==> src/rtl/core/csc_pkg.sv <==
// ----------------------------------------------------------------------------
// csc_pkg: shared types and constants of the complex sliding correlator
// Window geometry, field widths, register indexes, controller/datapath
// command and status bundles, saturation helpers.
// ----------------------------------------------------------------------------
`default_nettype none

package csc_pkg;

   // Delay line and reference table depth
   localparam int WINDOW      = 128;
   localparam int ADDR_W      = $clog2(WINDOW);
   localparam int ADDR_P1_W   = ADDR_W + 1;
   localparam int LEN_W       = $clog2(WINDOW + 1);
   localparam int DIV_CNT_W   = $clog2(LEN_W);

   // Field widths
   localparam int SAMP_W      = 16;
   localparam int PROD_W      = 2 * SAMP_W;
   localparam int SUM_W       = PROD_W + 1;
   localparam int ACC_W       = SUM_W + ADDR_W;
   localparam int CORR_W      = 40;
   localparam int TOTAL_W     = 48;
   localparam int TOTAL_SUM_W = TOTAL_W + 1;
   localparam int REF_IDX_W   = 7;
   localparam int DEC_W       = 4;
   localparam int RLEN_W      = 8;
   localparam int PHASE_W     = 3;
   localparam int DEC_MAX     = 8;
   localparam int REM_W       = 4;

   // Configuration port
   localparam int CSR_IDX_W   = 1;
   localparam int CSR_DATA_W  = 8;
   localparam logic [CSR_IDX_W-1:0] REG_DECIMATE   = 1'd0;
   localparam logic [CSR_IDX_W-1:0] REG_REF_LENGTH = 1'd1;
   localparam logic [DEC_W-1:0]     DECIMATE_RESET   = 4'd1;
   localparam logic [RLEN_W-1:0]    REF_LENGTH_RESET = 8'd128;

   // Input item codes
   localparam logic OP_SAMPLE = 1'b0;
   localparam logic OP_LOAD   = 1'b1;

   localparam logic signed [63:0] CORR_MAX  = 64'sd549755813887;
   localparam logic signed [63:0] CORR_MIN  = -64'sd549755813888;
   localparam logic signed [63:0] TOTAL_MAX = 64'sd140737488355327;
   localparam logic signed [63:0] TOTAL_MIN = -64'sd140737488355328;

   typedef struct packed {
      logic ready;
      logic div_step;
      logic line_write;
      logic run_issue;
      logic emit;
   } csc_cmd_type;

   typedef struct packed {
      logic req_valid;
      logic req_load;
      logic req_last;
      logic phase_zero;
      logic div_done;
      logic taps_zero;
      logic run_last;
      logic pipe_busy;
      logic rsp_free;
   } csc_sts_type;

   // Reference slot of a load index, taken modulo the window
   function automatic logic [ADDR_W-1:0] ref_slot(input logic [REF_IDX_W-1:0] idx);
      logic [REF_IDX_W:0] v;
      v = {1'b0, idx};
      for (int i = 0; i < (1 << REF_IDX_W) / WINDOW; i++) begin
         if (v >= (REF_IDX_W + 1)'(WINDOW)) begin
            v = v - (REF_IDX_W + 1)'(WINDOW);
         end
      end
      return ADDR_W'(v);
   endfunction

   function automatic logic signed [CORR_W-1:0] sat_corr(input logic signed [ACC_W-1:0] v);
      logic signed [63:0] w;
      w = 64'(v);
      if (w > CORR_MAX) begin
         w = CORR_MAX;
      end else if (w < CORR_MIN) begin
         w = CORR_MIN;
      end
      return CORR_W'(w);
   endfunction

   function automatic logic signed [TOTAL_W-1:0] sat_total(
      input logic signed [TOTAL_SUM_W-1:0] v);
      logic signed [63:0] w;
      w = 64'(v);
      if (w > TOTAL_MAX) begin
         w = TOTAL_MAX;
      end else if (w < TOTAL_MIN) begin
         w = TOTAL_MIN;
      end
      return TOTAL_W'(w);
   endfunction

endpackage

`default_nettype wire

==> src/rtl/core/csc_ctrl.sv <==
// ----------------------------------------------------------------------------
// csc_ctrl: correlator sequencer
// Steps each kept sample through tap-count divide, delay-line write, tap walk,
// pipeline drain and result hand-off.
// ----------------------------------------------------------------------------
`default_nettype none

module csc_ctrl (
   input  wire logic                  clock,
   input  wire logic                  reset,
   input  wire csc_pkg::csc_sts_type  sts,
   output csc_pkg::csc_cmd_type       cmd
);

   typedef enum logic [2:0] {
      S_IDLE,
      S_DIV,
      S_WRITE,
      S_RUN,
      S_DRAIN,
      S_EMIT
   } state_type;

   state_type state_ff;
   state_type state_in;

   always_ff @(posedge clock) begin
      if (reset) begin
         state_ff <= S_IDLE;
      end else begin
         state_ff <= state_in;
      end
   end

   always_comb begin
      state_in = state_ff;
      cmd      = '0;
      unique case (state_ff)
         S_IDLE: begin
            cmd.ready = 1'b1;
            if (sts.req_valid && !sts.req_load) begin
               if (sts.phase_zero) begin
                  state_in = S_DIV;
               end else if (sts.req_last) begin
                  state_in = S_EMIT;
               end
            end
         end
         S_DIV: begin
            cmd.div_step = 1'b1;
            if (sts.div_done) begin
               state_in = S_WRITE;
            end
         end
         S_WRITE: begin
            // no taps: skip the line, give a zero correlation
            if (sts.taps_zero) begin
               state_in = S_EMIT;
            end else begin
               cmd.line_write = 1'b1;
               state_in       = S_RUN;
            end
         end
         S_RUN: begin
            cmd.run_issue = 1'b1;
            if (sts.run_last) begin
               state_in = S_DRAIN;
            end
         end
         S_DRAIN: begin
            if (!sts.pipe_busy) begin
               state_in = S_EMIT;
            end
         end
         S_EMIT: begin
            if (sts.rsp_free) begin
               cmd.emit = 1'b1;
               state_in = S_IDLE;
            end
         end
         default: begin
            state_in = S_IDLE;
         end
      endcase
   end

endmodule

`default_nettype wire

==> config.mk <==
export PLATFORM = sky130hd
export DESIGN_NAME = csc_ctrl
export DESIGN_NICKNAME = d
export VERILOG_FILES = /design/src/rtl/core/csc_pkg.sv /design/src/rtl/core/csc_ctrl.sv
export SDC_FILE = /design/constraint.sdc
export NUM_CORES = 1
export LEC_CHECK = 0
export ABC_AREA = 1
export ABC_CLOCK_PERIOD_IN_PS = 1270
export BUFFER_PORTS_ARGS = -buffer_cell sky130_fd_sc_hd__buf_2
export CAP_MARGIN = 20
export CELL_PAD_IN_SITES_DETAIL_PLACEMENT = 1
export CELL_PAD_IN_SITES_GLOBAL_PLACEMENT = 2
export CORE_ASPECT_RATIO = 1.2
export CORE_MARGIN = 2
export CORE_UTILIZATION = 16
export CTS_CLUSTER_DIAMETER = 80
export CTS_CLUSTER_SIZE = 20
export DETAILED_ROUTE_END_ITERATION = 10
export PLACE_DENSITY_LB_ADDON = 0.1
export SYNTH_ARGS = -nofsm -noshare
export SYNTH_HDL_FRONTEND = slang
export SYNTH_SLANG_ARGS = --single-unit
==> constraint.sdc <==
create_clock -name clock -period 1.27 [get_ports clock]
set_clock_uncertainty 0.2 [all_clocks]
set_input_delay 0 -clock clock [delete_from_list [all_inputs] [get_ports clock]]
set_output_delay 0 -clock clock [all_outputs]
set_load 0.005 [all_outputs]
## Word-level counts from Yosys, hierarchy flattened

Index checks and enable logic that the tools add are counted.

| word-level totals | value |
|---|---|
| logic and storage cells | 32 |
| output and inout port bits | 5 |
| register bits | 3 |
| input port bits | 11 |

| cells by class | value |
|---|---|
| reduce and logical (&&, ||, !) cells | 4 |
| multiplexer cells | 16 |
| eq/ne operators | 11 |

Operators by type and width:

| operator | number |
|---|---|
| $mux W3 | 8 |
| $pmux W3 S6 | 1 |
| $ne A2 B2 Y1 const B | 5 |
| $mux W1 | 7 |
| $eq A3 B2 Y1 const B | 2 |
| $eq A3 B3 Y1 const B | 2 |
| $reduce_and A6 Y1 | 1 |
| $eq A3 B1 Y1 const B | 1 |
| $logic_not A3 Y1 | 1 |
| $ne A3 B3 Y1 const B | 1 |
| $logic_and A1 B1 Y1 | 1 |
| $logic_not A1 Y1 | 1 |

## Depth between registers and ports, before layout

Gate-level depths: netlist of the first run.

| logic depth | value |
|---|---|
| depth in word-level cells | 4 |
| mapped depth | 8 |
| mapped depth without buffers | 8 |

## Least setup slack after synthesis of the first run

OpenSTA, ideal clock, no wires.

| timing | value |
|---|---|
| path type | register to register |
| start point | register state_ff[0] |
| end point | register state_ff[1] |
| clock period less this slack | 1,267 ps |
| arrival | 952 ps |
| buffers on the path | 0 |
| path slack | 3 ps |
| required time | 955 ps |
| cell stages (with the launch flop) | 8 |
| setup time | 115 ps |
| path through | dfxtp_1 > nand2_1 > nor2_2 > nand2_2 > nand2_2 > nor2_2 > a21oi_1 > nor2_1 |

| on the way | value |
|---|---|
| word-level cells in the longest chain between the ends | 3 |
| elaborated cells on any way between the ends | 14 |
| classes of those cells | eq/ne (11); mux (1); reduce/logical (2) |

RTL lines:

| element | RTL line | RTL |
|---|---|---|
| start: declaration | csc_ctrl.sv:24 | `state_type state_ff;` |
| start signal: assignment | csc_ctrl.sv:31 | `state_ff <= state_in;` |
| $eq A3 B1 Y1 (tied with other cells) | csc_ctrl.sv:38 | `unique case (state_ff)` |
| $ne A2 B2 Y1 (no line) or $ne A3 B3 Y1 (tied branches) | n/a |  |
| $reduce_and A6 Y1 (no line) | n/a |  |

Parallel ways exist; a longest one is shown, timed or not.
A chain may end at the register's enable or synchronous reset.

## Final worst setup path of the first run

| timing | value |
|---|---|
| start point | register state_ff[1] |
| end point | register state_ff[2] |

The elaborated chain is that of the path after synthesis.

==> flow_summary_export.csv, run 1 <==
group,metric,value,unit
global_routing,grt_pass1_wl,1.56,mm
routing,drt-pass1-iter-count,2,
setup_path,path_cells,"nand2_4 -> nor2_4 -> nand2_2 -> nand2_2 -> nor3_1 -> nand2_2 -> inv_2",
routing,ant_nets,0,
power_and_ir_drop,p_sw,636,uW
hold_path,hold_class,"in -> reg",
status,status,"finished with violations",
global_routing,grt_overflow,0,
cts,h-tree-depth,1,
cts,worstSkewPairLatency,230,ps
place,port_buffers,15,
cts,cts_buffers,3,
setup_path,critPathMaxStageDelay,390,ps
setup_path,crit_path_start_kind,"flop",
floorplanning,die_h,50.4,um
timing,finalCritPeriodShare,1.03,
routing,dr.first_iter.drc_count,2,
floorplanning,core,0.00166,sq mm
power_and_ir_drop,swShare,0.464,
layout,largest_register,"state_ff",
power_and_ir_drop,power.density,2420,mW/mm^2
synth,syn_inst,51,
power_and_ir_drop,power.leakage,0.305,nW
global_routing,antenna_found_initial,0,
synth,yosys_register_bits,3,
synth,ys_warn_count,0,
global_routing,grt_pass1_vias,375,
timing,maxSlewViolCount,0,
place,dp_cells,89,
synth,synth_area_per_cell,5.62,sq um
status,violations,"negative setup slack",
routing,wl_per_cell,9.95,um
layout,diodes,0,
layout,n_fill_cell,225,
timing,timing.final.hold_violations,0,
routing,drc,0,
setup_path,arrival,1270,ps
power_and_ir_drop,p_total,1.37,mW
cts,cts.clk_slew.worst_paths,40,ps
power_and_ir_drop,pwr-share-clk,0.117,
cts,clockRootBuffer,"clkbuf_4",
timing,tightest_slew,256,ps
layout,fin_nets,89,
layout,syn2layout_area_growth,97.4,%
layout,largest_reg_flops,3,
setup_path,cpMaxStageDelayCell,"dfxtp_4",
routing,via_per_inst,4.37,
cts,cts_tree,"yes",
place,dp_hpwl,765,um
routing,num_vias,415,
setup_path,crit_type,"reg -> reg",
global_routing,grt_start_max_net_pins,7,
floorplanning,initial_utilization,0.172,
cts,cts.sinks,3,
synth,synth.distinct_cells,14,
run,maxCapViolCount,0,
layout,final_cells,95,
setup_path,rrSetupSlack,-30,ps
global_routing,grt_usage,0.0954,
routing,routed_wl,945,um
layout,top_regs,"state_ff: 3 flops",
timing,maxSlewHeadroom,0.828,
power_and_ir_drop,internal_power,734,uW
floorplanning,die_w,42.6,um
power_and_ir_drop,power_frac_seq,0.236,
setup_path,critical_path_required,1240,ps
cts,clock_path_buffers,2,
layout,utilization,0.340,
setup_path,cp_common_cell,"nand2_2",
timing,fin_ws,-34.0,ps
floorplanning,placementRows,16,
synth,syn_nets,62,
setup_path,end_kind,"flop",
setup_path,critPathMaxFanout,6,
layout,layout-drive-gt1-share,0.610,
floorplanning,dieArea,0.00215,sq mm
timing,min_period,1300,ps
synth,syn_area,287,sq um
place,gpl.final_weighted_congestion,0.681,
timing,rsz0062_at_grt,"yes",
power_and_ir_drop,p_comb_frac,0.647,
timing,clock.fmax,0.767,GHz
power_and_ir_drop,ir_drop,1.17,mV
floorplanning,io_pins,16,
timing,setup_violations,2,
synth,synth.yosys.seq_area_share,0.210,
-- synth_stat cells (all sizes together) --
cell type | n | area, sq um
o21a | 2 | 15.0
o21ai | 1 | 5.00
a21oi | 3 | 15.0
nor2 | 11 | 48.8
nand3 | 6 | 35.0
dfxtp | 3 | 60.1
nor3 | 3 | 20.0
inv | 11 | 41.3
nand2 | 11 | 46.3
-- worst paths after layout --
kind / from / end / depth (start not counted)
setup reg to reg: state_ff[1] / state_ff[2] / 7
hold reg to reg: state_ff[2] / state_ff[0] / 3
hold / removal: sts[1] / state_ff[0] / 5
setup / recovery: state_ff[1] / state_ff[2] / 7
-- cell usage in the layout (no fill, tap or decap), drive strengths merged --
master and count:
buf 21, inv 11, nor2 11, nand2 11
nand3 6, clkbuf 4, a21oi 3, dfxtp 3
nor3 3, o21a 2, o21ai 1, dlygate4sd3 1
-- per-layer routing --
layer / global-route usage / vias to the layer above / share of wire / routed length (um)
li1: - / 212 / - / -
met1: 0.121 / 188 / 0.41 / 384
met2: 0.146 / 13 / 0.51 / 479
met3: 0.0252 / 2 / 0.063 / 60
met4: 0.0469 / 0 / 0.022 / 21
met5: 0 / - / 0 / 0
-- what timing repair did --
item / CTS / global route
endpoints found under the hold margin: 3 / 0
cloned: 0 / 0
setup endpoints to repair: 6 / 7
pin swaps: 0 / 5
setup buffers: 0 / 1
hold buffers: 1 / 0
resized for setup: 7 / 23
-- power by group through the flow --
stage	clock (mW)	sequential [mW]	combinational [mW]
5_1_grt	0.178	0.336	0.984
2_1_floorplan	0	0.209	0.389
3_3_place_gp	0	0.212	0.693
4_1_cts	0.169	0.242	0.703
3_5_place_dp	0	0.218	0.678
6_report	0.161	0.323	0.886
-- cells by family (layout without fill, tap and decap cells) --
kind of cell           after synthesis  count (layout)  share of synthesized area
buffers and inverters               11              37                      0.144
flip-flops                           3               3                      0.210
AND/OR/NAND/NOR                     31              31                      0.524
AO/OA/AOI/OAI                        6               6                      0.122
-- stage by stage --
step	worst slack (ps)	hold slack (ps)	TNS (ps)	cell area, sq um
3_5_place_dp	-131	4.83	-261	422
3_3_place_gp	-138	13.0	-258	422
5_1_grt	-105	63.2	-398	566
6_report	-34.0	41.7	-38.9	566
4_1_cts	-28.1	39.9	-103	477
2_1_floorplan	3.16	-171	0	287
-- worst max-delay path, delay by kind of cell, from the launching register on --
| family | cells | cell delay, ps |
|---|---|---|
| DFF | 1 | 390 |
| buffers and inverters | 1 | 50 |
| and+or+nand+nor | 6 | 610 |
-- area by class of cell --
class / count / area (sq um) / area share
Multi-Input combinational cell: 37 / 260 / 0.460
Timing Repair Buffer: 22 / 136 / 0.241
Tap cell: 18 / 22.5 / 0.0398
Sequential cell: 3 / 71.3 / 0.126
Clock buffer: 4 / 26.3 / 0.0465
Inverter: 11 / 48.8 / 0.0863
No activity file was read; power rests on OpenSTA's default activity.
==> inputs of run 2 (changes only) <==
Settings changed: CORE_UTILIZATION 16 to 17, CTS_BUF_LIST set to sky130_fd_sc_hd__clkbuf_2.
==> flow_summary_export.csv, run 2 (synthesized netlist as in run 1, its figures left out) <==
group,metric,value,unit
status,status,"finished with violations",
status,violations,"negative setup slack",
hold_path,hold_path_startpoint,"sts[1]",
setup_path,reg2reg_to,"state_ff[1]",
power_and_ir_drop,p_total,1.24,mW
setup_path,ff2ff_path_depth,7,
global_routing,grt_overflow,0,
routing,drt-pass1-iter-count,2,
floorplanning,initial_utilization,0.179,
global_routing,grt_pass1_wl,1.67,mm
cts,cts_buffers,3,
layout,largest_reg_flops,3,
place,dp_slack,-135,ps
floorplanning,die_w,41.5,um
timing,fin_ws,-21.6,ps
setup_path,rrSetupSlack,-20,ps
floorplanning,dieArea,0.00203,sq mm
place,port_buffers,15,
timing,setup_violations,2,
place,dp_hpwl,752,um
setup_path,arrival,1200,ps
power_and_ir_drop,power.leakage,0.295,nW
floorplanning,io_pins,16,
timing,timing.final.hold_violations,0,
routing,dr.first_iter.drc_count,4,
routing,routed_wl,947,um
floorplanning,placementRows,16,
floorplanning,core,0.00160,sq mm
power_and_ir_drop,ir_drop,0.780,mV
timing,finalCritPeriodShare,1.02,
layout,final_common_cell,"buf_2",
routing,num_vias,409,
cts,cts.sinks,3,
setup_path,crit_path_start_kind,"flop",
power_and_ir_drop,power.density,2350,mW/mm^2
timing,rsz0062_at_grt,"yes",
cts,h-tree-depth,1,
setup_path,critical_path_required,1180,ps
layout,final_cell_mix,"15 x buf_2, 8 x nand2_1, 8 x inv_1, 7 x nor2_1, 6 x buf_4",
setup_path,critPathMaxFanout,3,
place,gpl.final_weighted_congestion,0.712,
global_routing,antenna_found_initial,0,
layout,diodes,0,
timing,maxSlewViolCount,0,
routing,via_per_inst,4.26,
setup_path,cp_top_family,"simple AND/OR/NAND/NOR gates",
timing,clock.fmax,0.774,GHz
layout,layout-drive-gt1-share,0.564,
cts,cts_tree,"yes",
cts,cts.clk_slew.worst_paths,50,ps
timing,min_period,1290,ps
setup_path,r2r_start,"state_ff[2]",
setup_path,cpMaxStageDelayCell,"dfxtp_2",
cts,clock_path_buffers,2,
layout,fin_nets,90,
routing,ant_nets,0,
setup_path,critPathMaxStageDelay,330,ps
setup_path,crit_type,"reg -> reg",
hold_path,min_to,"state_ff[0]",
layout,syn2layout_area_growth,83.8,%
layout,top_regs,"state_ff: 3 flops",
timing,maxSlewHeadroom,0.879,
hold_path,holdPathStages,5,
run,maxCapViolCount,0,
setup_path,path_cells,"buf_4 -> nor2_4 -> nand2_2 -> nand2_2 -> nor2_4 -> a21oi_2 -> nor2_1",
global_routing,grt_pass1_vias,427,
layout,largest_register,"state_ff",
floorplanning,die_h,49.0,um
setup_path,critical_path_buf_inv_count,1,
cts,clockRootBuffer,"clkbuf_2",
timing,tightest_slew,182,ps
hold_path,hold_class,"in -> reg",
global_routing,grt_usage,0.104,
routing,wl_per_cell,9.86,um
cts,worstSkewPairLatency,210,ps
routing,drc,0,
layout,n_fill_cell,229,
global_routing,grt_start_max_net_pins,7,
setup_path,end_kind,"flop",
cts,post-cts-setup-buffers,0,
run 2: changes by cell type in the layout (fill, tap and decap cells not counted), moves of 2 or more:
cell,before,now
clkbuf_2,0,4
clkbuf_4,3,0
nand2_1,5,8
nand2_4,2,0
nand3_1,2,4
nand3_2,4,2
run 2: final cells by class:
type | count | area [sq um] | area share
Clock buffer | 4 | 20.0 | 0.0380
Inverter | 11 | 43.8 | 0.0831
Timing Repair Buffer | 23 | 141 | 0.268
Sequential cell | 3 | 68.8 | 0.131
Multi-Input combinational cell | 37 | 230 | 0.437
Tap cell | 18 | 22.5 | 0.0428
run 2: worst register-to-register path: cells and delay by family (launching register included):
family,cells,cell delay (ps)
simple gates,5,380
flops,1,330
buf+inv,1,150
compound gates,1,110
run 2: timing repair:
item                                   4_1_cts  5_1_grt
resized for setup                            4       13
setup endpoints to repair                    7        8
pin swaps                                    0        1
endpoints found under the hold margin        3        0
hold buffers                                 1        0
run 2: routing by layer:
metal	vias up	global-route usage	wire [um]
met5	-	0	0
met4	0	0.0484	8
met3	2	0.0333	62
met2	12	0.182	521
met1	185	0.112	354
li1	210	-	-
run 2: worst max path at each step:
stage,from,to,slack [ps],depth (start not counted)
after floorplan,state_ff[0],state_ff[1],3,7
after global placement,state_ff[0],state_ff[1],-130,7
after detailed placement,state_ff[0],state_ff[1],-130,7
after CTS,state_ff[0],state_ff[1],-50,7
after global routing,state_ff[2],state_ff[1],-130,7
final,state_ff[2],state_ff[1],-20,7
run 2: through the flow:
stage	cell area, sq um	utilization	hold WS (ps)	TNS, ps	std cells
3_3_place_gp	437	0.273	3.29	-271	91
5_1_grt	527	0.329	66.1	-452	96
2_1_floorplan	287	-	-171	0	51
6_report	527	0.329	49.9	-41.7	96
4_1_cts	475	0.297	44.0	-139	96
3_5_place_dp	437	0.273	3.52	-241	91
run 2: power breakdown:
part / switching, mW / internal (mW) / total (mW) / leakage, nW
registers: 0.0922 / 0.165 / 0.257 / 0.0264
logic: 0.429 / 0.411 / 0.840 / 0.252
clock network: 0.0571 / 0.0833 / 0.140 / 0.0166
total: 0.579 / 0.659 / 1.24 / 0.295
==> inputs of run 3 (changes only) <==
Settings changed: PLACE_DENSITY set to 0.8, PLACE_DENSITY_LB_ADDON 0.1 to unset.
==> flow_summary_export.csv, run 3 (synthesized netlist as in run 1, its figures left out) <==
group,metric,value,unit
layout,final_cells,93,
layout,syn2layout_area_growth,79.0,%
floorplanning,die_w,41.5,um
setup_path,critical_path_required,1170,ps
setup_path,rrSetupSlack,-30,ps
setup_path,end_kind,"flop",
cts,cts_buffers,3,
cts,clockRootBuffer,"clkbuf_2",
setup_path,critPathMaxStageDelay,410,ps
power_and_ir_drop,p_sw,541,uW
setup_path,path_depth,7,
routing,via_per_inst,4.27,
setup_path,ff2ff_path_depth,7,
routing,dr.first_iter.drc_count,1,
status,status,"finished with violations",
place,dp_hpwl,696,um
cts,clock_path_buffers,2,
layout,n_fill_cell,224,
global_routing,grt_pass1_vias,359,
status,violations,"negative setup slack",
timing,rsz0062_at_grt,"yes",
place,dp_cells,88,
timing,finalCritPeriodShare,1.02,
timing,hold_slack,35.1,ps
power_and_ir_drop,ir_drop,0.880,mV
setup_path,cp_top_family,"simple AND/OR/NAND/NOR gates",
layout,diodes,0,
timing,clock.fmax,0.770,GHz
timing,maxSlewHeadroom,0.890,
routing,routed_wl,836,um
setup_path,critical_path_buf_inv_count,0,
power_and_ir_drop,pwr-share-clk,0.117,
timing,maxSlewViolCount,0,
routing,num_vias,397,
setup_path,crit_start,"state_ff[1]",
setup_path,crit_path_start_kind,"flop",
power_and_ir_drop,p_comb_frac,0.630,
global_routing,antenna_found_initial,0,
setup_path,path_cells,"nand2_2 -> nor2_4 -> nand2_2 -> nand2_2 -> nor2_4 -> a21oi_1 -> nor2_1",
global_routing,grt_usage,0.0878,
layout,final_cell_mix,"15 x buf_2, 8 x inv_1, 7 x nor2_1, 6 x nand2_1, 5 x nand2_2",
place,port_buffers,15,
cts,worstSkewPairLatency,210,ps
timing,fin_ws,-28.2,ps
setup_path,setup.worst_path.end,"state_ff[1]",
timing,min_period,1300,ps
cts,h-tree-depth,1,
power_and_ir_drop,power.density,2220,mW/mm^2
routing,ant_nets,0,
layout,final_cell_area,513,sq um
layout,top_regs,"state_ff: 3 flops",
layout,final_common_cell,"buf_2",
setup_path,critPathMaxFanout,7,
floorplanning,placementRows,16,
place,dpl_cell_area,414,sq um
global_routing,grt_pass1_wl,1.35,mm
setup_path,reg2reg_to,"state_ff[1]",
setup_path,r2r_start,"state_ff[1]",
power_and_ir_drop,power_frac_seq,0.253,
power_and_ir_drop,internal_power,596,uW
setup_path,crit_type,"reg -> reg",
power_and_ir_drop,power.leakage,0.282,nW
place,gpl.final_weighted_congestion,0.776,
floorplanning,dieArea,0.00203,sq mm
setup_path,cp_common_cell,"nand2_2",
timing,timing.final.hold_violations,0,
cts,cts.clk_slew.worst_paths,40,ps
run,maxCapViolCount,0,
cts,cts_tree,"yes",
layout,largest_reg_flops,3,
layout,layout-drive-gt1-share,0.573,
floorplanning,initial_utilization,0.179,
setup_path,cpMaxStageDelayCell,"dfxtp_4",
floorplanning,die_h,49.0,um
routing,drc,0,
floorplanning,core,0.00160,sq mm
timing,tightest_slew,163,ps
layout,largest_register,"state_ff",
global_routing,grt_start_max_net_pins,8,
cts,post-cts-setup-buffers,0,
global_routing,grt_overflow,0,
routing,wl_per_cell,8.99,um
hold_path,hold_class,"in -> reg",
power_and_ir_drop,swShare,0.476,
cts,cts.sinks,3,
floorplanning,io_pins,16,
layout,fin_nets,87,
routing,drt-pass1-iter-count,3,
timing,setup_violations,1,
setup_path,arrival,1190,ps
[run 3: cell types whose count changed in the layout (fill, tap and decap cells not counted), sizes merged]
cell / delta
buf: -3
[run 3: metrics by stage]
stage               total power [mW]  setup TNS [ps]  utilization  setup slack [ps]
floorplan                      0.598               0            -              3.16
global placement               0.822            -162        0.259             -84.8
detailed placement             0.829            -206        0.259              -112
CTS                             1.01           -44.5        0.284             -24.3
global route                    1.27            -346        0.320             -95.1
finish                          1.14           -28.2        0.320             -28.2
[run 3: layout make-up]
class,instances,area [sq um],share of cell area
tap,18,22.5,0.0439
sequential,3,71.3,0.139
multi-input combinational,37,236,0.461
inverter,11,43.8,0.0854
timing repair buffer,20,119,0.232
clock buffer,4,20.0,0.0390
[run 3: worst reg2reg max path, stage by stage (launching register included)]
cell	delay (ps)
dfxtp_4	410
nand2_2	80
nor2_4	120
nand2_2	60
nand2_2	90
nor2_4	50
a21oi_1	120
nor2_1	60
[run 3: power groups by stage]
stage / registers (mW) / logic [mW] / clock network (mW)
floorplan: 0.209 / 0.389 / 0
global placement: 0.213 / 0.609 / 0
detailed placement: 0.217 / 0.612 / 0
CTS: 0.243 / 0.623 / 0.142
global route: 0.299 / 0.820 / 0.154
finish: 0.288 / 0.716 / 0.133
[run 3: what timing repair did]
action                                  in CTS  in global routing
gates resized for setup                      6                 14
hold endpoints to repair                     3                  0
pin swaps                                    0                  3
endpoints found under the setup margin       7                  7
hold buffers                                 1                  0
[run 3: worst min-delay path by stage]
stage,end,cells after the start,startpoint,slack (ps)
2_1_floorplan,cmd[2],1,sts[3],-170
3_3_place_gp,state_ff[0],2,reset,-3
3_5_place_dp,state_ff[0],2,reset,6
4_1_cts,state_ff[2],6,sts[7],30
5_1_grt,state_ff[0],5,sts[1],70
6_report,state_ff[2],6,sts[7],40
[run 3: layer usage]
layer / track usage / routed length (um) / up-vias / share of wire
met4: 0.0806 / 29 / 0 / 0.035
met2: 0.148 / 439 / 11 / 0.53
met5: 0 / 0 / - / 0
met3: 0.0111 / 37 / 3 / 0.044
li1: - / - / 206 / -
met1: 0.0919 / 330 / 177 / 0.39
